File: config.mk
export PLATFORM = sky130hd
export DESIGN_NAME = ffba_alu
export DESIGN_NICKNAME = d
export VERILOG_FILES = /design/src/rtl/ffba_pkg.sv /design/src/rtl/ffba_alu.sv
export SDC_FILE = /design/constraint.sdc
export NUM_CORES = 1
export LEC_CHECK = 0
export ABC_AREA = 1
export BUFFER_PORTS_ARGS = -buffer_cell sky130_fd_sc_hd__buf_2
export CELL_PAD_IN_SITES_DETAIL_PLACEMENT = 0
export CELL_PAD_IN_SITES_GLOBAL_PLACEMENT = 1
export CORE_ASPECT_RATIO = 1.4
export CORE_MARGIN = 3
export CORE_UTILIZATION = 35
export DETAILED_ROUTE_END_ITERATION = 6
export GPL_ROUTABILITY_DRIVEN = 0
export PLACE_DENSITY = 0.89
export SYNTH_ARGS = -nofsm -noshare
export SYNTH_HDL_FRONTEND = slang
export SYNTH_SLANG_ARGS = --single-unit
File: constraint.sdc
create_clock -name vclk -period 4.3
set_input_delay 0.86 -clock vclk [all_inputs]
set_output_delay 0.86 -clock vclk [all_outputs]
set_load 0.01 [all_outputs]
File: src/rtl/ffba_pkg.sv
// Shared constants, codes and types of the first-fit block allocator.
package ffba_pkg;

  // Arena geometry
  localparam int ARENA_UNITS  = 1024;
  localparam int HEADER_UNITS = 2;
  localparam int OFF_W        = $clog2(ARENA_UNITS);
  localparam int SIZE_W       = OFF_W;
  // ALU result: headroom for offset + size + header, plus a sign bit
  localparam int SUM_W        = OFF_W + 2;
  localparam int STATUS_W     = 2;

  // Request function codes
  localparam logic FUNC_ALLOC = 1'b0;
  localparam logic FUNC_FREE  = 1'b1;

  // Result status codes
  localparam logic [STATUS_W-1:0] ST_EXACT = 2'd0;
  localparam logic [STATUS_W-1:0] ST_SPLIT = 2'd1;
  localparam logic [STATUS_W-1:0] ST_NOFIT = 2'd2;
  localparam logic [STATUS_W-1:0] ST_FREE  = 2'd3;

  // Operations of the shared add/subtract unit
  typedef enum logic [1:0] {
    ALU_ADD_HDR,   // a + b + header
    ALU_SUB,       // a - b
    ALU_SUB_HDR    // a - b - header
  } alu_op_t;

  // Header store access from the sequencer
  typedef struct packed {
    logic              rd_en;
    logic [OFF_W-1:0]  rd_addr;
    logic              wr_size_en;
    logic              wr_free_en;
    logic [OFF_W-1:0]  wr_addr;
    logic [SIZE_W-1:0] wr_size;
    logic              wr_free;
  } hdr_req_t;

endpackage

File: src/rtl/ffba_alu.sv
// Shared add/subtract unit used by the arithmetic steps of the allocator sequencer.
module ffba_alu import ffba_pkg::*; (
  input  alu_op_t           op,
  input  logic [OFF_W-1:0]  a,
  input  logic [OFF_W-1:0]  b,
  output logic [SUM_W-1:0]  res
);

  logic             sub;
  logic             hdr;
  logic [SUM_W-1:0] bx;

  // decode operation
  always_comb begin
    case (op)
      ALU_ADD_HDR: begin sub = 1'b0; hdr = 1'b1; end
      ALU_SUB:     begin sub = 1'b1; hdr = 1'b0; end
      ALU_SUB_HDR: begin sub = 1'b1; hdr = 1'b1; end
      default:     begin sub = 1'b0; hdr = 1'b0; end
    endcase
  end

  // header added to b, then one adder subtracts by inverting b and carrying in
  always_comb begin
    bx  = SUM_W'(b) + (hdr ? SUM_W'(HEADER_UNITS) : '0);
    res = SUM_W'(a) + (bx ^ {SUM_W{sub}}) + SUM_W'(sub);
  end

endmodule

==> reports/results.ini, run 1 <==
[outcome]
status=complete, no violations

[power_and_ir_drop]
p_sw_share_pct=58.6
p_sw_mw=0.161
p_seq_share_pct=0
p_comb_share_pct=100.0
p_int_mw=0.113
p_clk_share_pct=0
leakage_nw=0.636
power_density_mw_per_mm2=249
ir_drop_uv=75.9

[worst_hold_path]
hold-path-cell-count=3
hold_start=a[0]
hold_path_end=res[0]
hp-class=in -> out

[global_route]
grt_overflow=0
grt_max_degree=11
grt_pass1_wl_um=3770
antenna_found_initial=0
grt_pass1_vias=947
grt_usage_pct=14.0

[drt]
drtIter0Drc=17
drt_wl_total_um=2220
ant_nets=0
wl_per_cell_um=10.9
vias=966
firstDrtPassIters=4
vias_per_cell=4.74
drcViolationCount=0

[final_layout]
fillers=265
post-route-cell-area_mm2=0.00110
nFlopsAndLatches=0
multiInputGateArea_um2=806
areaGrowthSynthToFinish_pct=23.9
clkbuf_count=0
num_antenna_cells=0
seq_area_um2=0
fin_util_pct=45.5
nets=208
drive_gt1_share_pct=28.2

[timing]
report.final.setup_viol=0
hold_viol_final=0
tightest_slew_ps=427
post-route-period-util_pct=94.4
rsz0062_at_grt=false
final.setup.tns_ps=0
hold_slack_ps=2030
slew_headroom_pct=71.5
layout_setup_ws_ps=240
clock.fmax_ghz=0.246
fin_crit_ps=4060
drv_slew=0

[floorplanning]
fp.dieH_um=65.6
die-area_mm2=0.00319
start_util_pct=36.7
core.rowCount=21
core_mm2=0.00242
die_x_um=48.6
io_pins=34

[synth]
avgSynthCellArea_um2=6.53
yosysSeqAreaShare_pct=0
yosysWarnings=0
synth_cell_types=25
syn_nets=172
syn_inst=136
synth_area_um2=888

[setup_path]
critPathCaptureType=primary output
startpoint_type=input pin
cp.required_ps=3440
crit_type=in -> out
critPathMaxFanout=4
arrival_ps=3200

[placement]
placed_area_mm2=0.00110
hpwl_um=2010
numPortBuffers=34
pre_cts_slack_ps=179

[clocking]
cts_setup_buffers=0

[job]
max-cap-violations=0

==> cells by family (layout without fill, tap and decap cells) <==
family                   Yosys count  count (layout)  synth area share, %
AO/OA/AOI/OAI                     16              16                 10.8
XOR/XNOR                          25              25                 24.6
adder cells (fa/ha/maj)           14              14                 20.6
buffers and inverters             21              55                 9.72
AND/OR/NAND/NOR                   60              60                 34.2
==> critical path: stages <==
cell     delay [ps]
buf_2            70
inv_1            40
ha_1            220
nor2_4          180
nor2_8           50
ha_1            200
nand3_1         130
xor2_1          180
xor2_1          200
ha_1            280
inv_1            90
o21ai_1         100
a21o_1          190
a21oi_2         110
xor2_1          140
buf_2           140
==> what timing repair did <==
action | 4_1_cts | 5_1_grt
hold buffers | 0 | 0
endpoints found under the setup margin | 0 | 1
gates resized for setup | 0 | 1
==> layout by cell type (no fill, tap or decap), types with 2 or more instances in the layout <==
master	instances
xor2_1	21
nand2_2	6
xnor2_1	4
inv_1	18
a21o_1	3
nand2_1	27
o21bai_1	2
nor2_4	2
nor2_1	9
o21ai_1	2
nand4_1	3
a21oi_1	5
buf_2	34
ha_1	13
nand3_1	9
==> through the flow <==
step           power (mW)  std cells
6_report            0.274        204
4_1_cts             0.275        204
3_3_place_gp        0.271        204
3_5_place_dp        0.274        204
5_1_grt             0.307        204
2_1_floorplan       0.188        136
==> per-layer routing <==
layer / up-vias / track usage (%) / part of all wire [%]
met5: - / 0 / 0
met2: 18 / 31.0 / 56
li1: 505 / - / -
met3: 4 / 0.227 / 2.9
met4: 0 / 2.49 / 1.7
met1: 439 / 14.4 / 39
==> power by group through the flow <==
stage | Sequential [mW] | Combinational [mW] | Clock [mW]
2_1_floorplan | 0 | 0.188 | 0
3_3_place_gp | 0 | 0.271 | 0
3_5_place_dp | 0 | 0.274 | 0
4_1_cts | 0 | 0.275 | 0
5_1_grt | 0 | 0.307 | 0
6_report | 0 | 0.274 | 0
==> cells in the mapped netlist (2+ instances only) <==
cell      count  area (µm²)
a21o_1        3        22.5
a21oi_1       6        30.0
ha_1         13         163
inv_1        18        67.6
nand2_1      27         101
nand2_2       6        37.5
nand3_1       9        45.0
nand4_1       3        18.8
nor2_1        9        33.8
nor2_4        2        22.5
o21ai_1       2        10.0
o21bai_1      2        15.0
xnor2_1       4        35.0
xor2_1       21         184
==> cell type report <==
class / instances / area share [%]
Timing Repair Buffer: 35 / 16.1
Multi-Input combinational cell: 115 / 73.2
Inverter: 20 / 6.82
Tap cell: 34 / 3.86
==> how the worst max path moves through the flow <==
| stage | start | end | slack (ps) | cells after the start |
|---|---|---|---|---|
| detailed placement | op[1] | res[6] | 180 | 16 |
| global placement | op[1] | res[6] | 200 | 16 |
| floorplan | op[0] | res[6] | 510 | 14 |
| global route | op[0] | res[10] | 8 | 18 |
| CTS | op[1] | res[6] | 180 | 16 |
| finish | op[0] | res[6] | 240 | 16 |
(Power assumes the default switching activity.)
==> inputs of run 2 (changes only) <==
--- a/config.mk
+++ b/config.mk
@@ -10,11 +10,11 @@
 export CELL_PAD_IN_SITES_DETAIL_PLACEMENT = 0
 export CELL_PAD_IN_SITES_GLOBAL_PLACEMENT = 1
 export CORE_ASPECT_RATIO = 1.4
-export CORE_MARGIN = 3
+export CORE_MARGIN = 2
 export CORE_UTILIZATION = 35
 export DETAILED_ROUTE_END_ITERATION = 6
 export GPL_ROUTABILITY_DRIVEN = 0
-export PLACE_DENSITY = 0.89
+export PLACE_DENSITY_LB_ADDON = 0.1
 export SYNTH_ARGS = -nofsm -noshare
 export SYNTH_HDL_FRONTEND = slang
 export SYNTH_SLANG_ARGS = --single-unit
==> reports/results.ini, run 2 (same netlist as run 1, synthesis figures left out) <==
[outcome]
status=complete, no violations

[setup_path]
critPathCaptureType=primary output
crit_type=in -> out
startpoint_type=input pin
arrival_ps=3230  ; +30 ps
critPathMaxFanout=4  ; unchanged
cp.required_ps=3440  ; about the same

[floorplanning]
core.rowCount=21  ; unchanged
die_x_um=46.6  ; -4.1%
start_util_pct=37.2  ; +0.40 points
fp.dieH_um=63.6  ; -3.0%
io_pins=34  ; unchanged
core_mm2=0.00239  ; -1.1%
die-area_mm2=0.00296  ; -7.0%

[global_route]
antenna_found_initial=0  ; unchanged
grt_max_degree=8  ; -3
grt_usage_pct=14.7  ; +0.68 points
grt_overflow=0  ; unchanged
grt_pass1_wl_um=3460  ; -8.1%
grt_pass1_vias=899  ; -5.1%

[timing]
final.setup.tns_ps=0  ; unchanged
rsz0062_at_grt=false
hold_slack_ps=2000  ; -34.7 ps
drv_slew=0  ; unchanged
hold_viol_final=0  ; unchanged
layout_setup_ws_ps=211  ; -29.4 ps
fin_crit_ps=4090  ; +29.4 ps
clock.fmax_ghz=0.245  ; -0.72%
slew_headroom_pct=79.8  ; +8.3 points
report.final.setup_viol=0  ; unchanged
post-route-period-util_pct=95.1  ; +0.68 points
tightest_slew_ps=301  ; -126 ps

[final_layout]
areaGrowthSynthToFinish_pct=30.0
fillers=261  ; -1.5%
nFlopsAndLatches=0  ; unchanged
num_antenna_cells=0  ; unchanged
final_cell_mix=buf_2, nand2_1, xor2_1, inv_1, ha_1
multiInputGateArea_um2=845  ; +4.8%
seq_area_um2=0  ; unchanged
final_common_cell=buf_2
clkbuf_count=0  ; unchanged
nets=210  ; +0.96%
drive_gt1_share_pct=32.6  ; +4.3 points

[power_and_ir_drop]
p_comb_share_pct=100.0  ; about the same
p_int_mw=0.118  ; +4.5%
p_sw_mw=0.162  ; +0.77%
leakage_nw=0.648  ; +1.9%
p_seq_share_pct=0  ; unchanged
p_sw_share_pct=57.8  ; -0.90 points
p_clk_share_pct=0  ; unchanged
power_density_mw_per_mm2=243  ; -2.4%
ir_drop_uv=78.2  ; +2.9%

[placement]
numPortBuffers=34  ; unchanged
pre_cts_slack_ps=193  ; +14.4 ps
hpwl_um=1910  ; -4.8%

[clocking]
cts_hold_buf=0  ; unchanged

[drt]
firstDrtPassIters=4  ; unchanged
vias=959  ; -0.72%
drt_wl_total_um=2060  ; -7.1%
drcViolationCount=0  ; unchanged
drtIter0Drc=17  ; unchanged
vias_per_cell=4.66  ; -1.7%
wl_per_cell_um=10.0  ; -8.0%
ant_nets=0  ; unchanged

[worst_hold_path]
hp-class=in -> out

[job]
max-cap-violations=0  ; unchanged

==> run 2: cell count changes in the layout (fill, tap and decap cells not counted), sizes merged <==
cell	change
buf	+2
==> run 2: power by group through the flow <==
| stage | Combinational (mW) | Sequential (mW) | Clock (mW) |
|---|---|---|---|
| 4_1_cts | 0.273 | 0 | 0 |
| 5_1_grt | 0.316 | 0 | 0 |
| 3_3_place_gp | 0.274 | 0 | 0 |
| 2_1_floorplan | 0.188 | 0 | 0 |
| 3_5_place_dp | 0.272 | 0 | 0 |
| 6_report | 0.280 | 0 | 0 |
==> run 2: worst paths after layout <==
kind | startpoint | end | cells past startpoint
setup / recovery | op[0] | res[9] | 16
hold / removal | a[0] | res[0] | 3
==> run 2: timing repair <==
item,in CTS,in global routing
buffers inserted,0,1
resized for setup,0,10
setup endpoints to repair,0,3
==> run 2: layer usage <==
| metal | up-vias | part of all wire, % | track usage, % |
|---|---|---|---|
| li1 | 508 | - | - |
| met3 | 2 | 3.7 | 0.573 |
| met2 | 24 | 55 | 27.6 |
| met1 | 425 | 41 | 17.8 |
| met5 | - | 0 | 0 |
| met4 | 0 | 0.68 | 1.79 |
==> run 2: final cells by class <==
| type | instances | share of cell area (%) |
|---|---|---|
| multi-input cells | 115 | 73.1 |
| repair buffers | 37 | 16.7 |
| inverters | 20 | 6.50 |
| well taps | 34 | 3.68 |
==> run 2: worst max-delay path, cell delays in order <==
cell and delay (ps):
buf_2 90, inv_1 70, ha_2 200, nor2_4 60
nor2_8 100, ha_4 140, nand3_2 110, nor3_4 230
xor2_1 210, ha_1 310, nand2_1 150, inv_1 60
a21boi_1 180, nand3_1 140, xor2_1 160, buf_2 150
==> run 2: per-stage QoR <==
stage / cells / instance area, µm² / utilization [%] / power, mW
after detailed placement: 205 / 1100 / 46.2 / 0.272
after global placement: 205 / 1100 / 46.2 / 0.274
after CTS: 205 / 1100 / 46.2 / 0.273
final: 206 / 1150 / 48.3 / 0.280
after global routing: 206 / 1150 / 48.3 / 0.316
after floorplan: 136 / 888 / - / 0.188
==> inputs of run 3 (changes only) <==
--- a/config.mk
+++ b/config.mk
@@ -6,15 +6,15 @@
 export NUM_CORES = 1
 export LEC_CHECK = 0
 export ABC_AREA = 1
-export BUFFER_PORTS_ARGS = -buffer_cell sky130_fd_sc_hd__buf_2
 export CELL_PAD_IN_SITES_DETAIL_PLACEMENT = 0
 export CELL_PAD_IN_SITES_GLOBAL_PLACEMENT = 1
 export CORE_ASPECT_RATIO = 1.4
 export CORE_MARGIN = 2
-export CORE_UTILIZATION = 35
+export CORE_UTILIZATION = 46
 export DETAILED_ROUTE_END_ITERATION = 6
+export DONT_BUFFER_PORTS = 1
 export GPL_ROUTABILITY_DRIVEN = 0
-export PLACE_DENSITY_LB_ADDON = 0.1
+export PLACE_DENSITY = 0.93
 export SYNTH_ARGS = -nofsm -noshare
 export SYNTH_HDL_FRONTEND = slang
 export SYNTH_SLANG_ARGS = --single-unit
==> constraint.sdc (replaced) <==
create_clock -name vclk -period 4.3
set_input_delay 0.215 -clock vclk [all_inputs]
set_output_delay 0.215 -clock vclk [all_outputs]
set_load 0.01 [all_outputs]
==> reports/results.ini, run 3 (same netlist as run 1, synthesis figures left out) <==
[power_and_ir_drop]
p_clk_share_pct=0  ; unchanged
p_comb_share_pct=100.0  ; about the same
p_seq_share_pct=0  ; unchanged
power_density_mw_per_mm2=242  ; -0.38%
leakage_nw=0.498  ; -23%
p_int_mw=0.0767  ; -35%
p_sw_mw=0.141  ; -13%
p_sw_share_pct=64.8  ; +7.1 points
ir_drop_uv=86.2  ; +10%

[final_layout]
nets=173  ; -18%
areaGrowthSynthToFinish_pct=1.55
clkbuf_count=0  ; unchanged
final_common_cell=nand2_1
drive_gt1_share_pct=8.89  ; -24 points
final_cell_mix=nand2_1, xor2_1, inv_1, ha_1
multiInputGateArea_um2=802  ; -5.0%
nFlopsAndLatches=0  ; unchanged
fillers=196  ; -25%
fin_util_pct=50.1  ; +1.8 points
num_antenna_cells=0  ; unchanged
seq_area_um2=0  ; unchanged

[placement]
pre_cts_slack_ps=1580  ; +1390 ps
numPortBuffers=0  ; -100%
hpwl_um=1620  ; -15%

[floorplanning]
io_pins=34  ; unchanged
fp.dieH_um=56.0  ; -12%
core.rowCount=18  ; -14%
start_util_pct=49.3  ; +12 points
die_x_um=41.1  ; -12%
core_mm2=0.00180  ; -25%
die-area_mm2=0.00230  ; -22%

[global_route]
antenna_found_initial=0  ; unchanged
grt_usage_pct=16.1  ; +1.3 points
grt_overflow=0  ; unchanged
grt_pass1_vias=727  ; -19%
grt_max_degree=12  ; +4
grt_pass1_wl_um=2820  ; -19%

[clocking]
cts_hold_buf=0  ; unchanged
cts_setup_buffers=0  ; unchanged
cts_repair_resize_count=0  ; unchanged

[outcome]
status=complete, no violations

[setup_path]
cpLargestDelayFamily=adder cells
critPathCaptureType=primary output
crit_path_end=res[6]
crit_path_start=op[0]
critPathMaxFanout=4  ; unchanged
path_buf_inv=2  ; -2
critPathSlowestCell=ha_1
cp.required_ps=4090  ; +650 ps
slowest_delay_ps=300  ; about the same
crit_path_cell_trace=inv_1 -> ha_1 -> nor2_4 -> nor2_8 -> ha_1 -> nand3_1 -> xor2_1 -> xor2_1 -> ha_1 -> inv_1 -> o21ai_1 -> a21o_1 -> a21oi_1 -> xor2_1
startpoint_type=input pin
crit_type=in -> out
arrival_ps=2540  ; -690 ps
cp.depth=14  ; -2

[drt]
firstDrtPassIters=5  ; +1
drcViolationCount=0  ; unchanged
vias_per_cell=5.28  ; +13%
drt_wl_total_um=1760  ; -15%
ant_nets=0  ; unchanged
vias=818  ; -15%
wl_per_cell_um=11.3  ; +13%
drtIter0Drc=7  ; -10

[timing]
fin_crit_ps=2750  ; -1330 ps
rsz0062_at_grt=false
hold_viol_final=0  ; unchanged
drv_slew=0  ; unchanged
layout_setup_ws_ps=1550  ; +1330 ps
tightest_slew_ps=477  ; +176 ps
slew_headroom_pct=68.2  ; -12 points
clock.fmax_ghz=0.363  ; +48%
final.setup.tns_ps=0  ; unchanged
hold_slack_ps=510  ; -1490 ps
report.final.setup_viol=0  ; unchanged
post-route-period-util_pct=64.1  ; -31 points

[job]
max-cap-violations=0  ; unchanged

[worst_hold_path]
hp-class=in -> out

run 3: how the worst min path moves through the flow:
stage          startpoint     end  cells past startpoint
2_1_floorplan        b[0]  res[0]                      1
3_5_place_dp         b[0]  res[0]                      1
3_3_place_gp         b[0]  res[0]                      1
6_report             b[0]  res[0]                      1
5_1_grt              b[0]  res[0]                      1
4_1_cts              b[0]  res[0]                      1
run 3: routing by layer:
| metal | vias to the layer above | global-route usage, % | wire, µm |
|---|---|---|---|
| met5 | - | 0 | 0 |
| met4 | 0 | 0 | 0 |
| met1 | 353 | 21.4 | 755 |
| met3 | 0 | 0.800 | 112 |
| li1 | 436 | - | - |
| met2 | 29 | 28.6 | 890 |
run 3: final cells by class:
type | count | share of cell area, %
inverter | 20 | 8.32
multi-input combinational | 115 | 88.9
tap | 20 | 2.77
run 3: power by group through the flow:
stage,combinational [mW],clock (mW),sequential (mW)
after floorplan,0.188,0,0
after global placement,0.218,0,0
after detailed placement,0.219,0,0
after CTS,0.220,0,0
after global routing,0.245,0,0
final,0.218,0,0
run 3: through the flow:
stage	cells	instance area, µm²	total power [mW]
6_report	155	902	0.218
5_1_grt	155	902	0.245
4_1_cts	155	902	0.220
3_5_place_dp	155	902	0.219
3_3_place_gp	155	902	0.218
2_1_floorplan	136	888	0.188
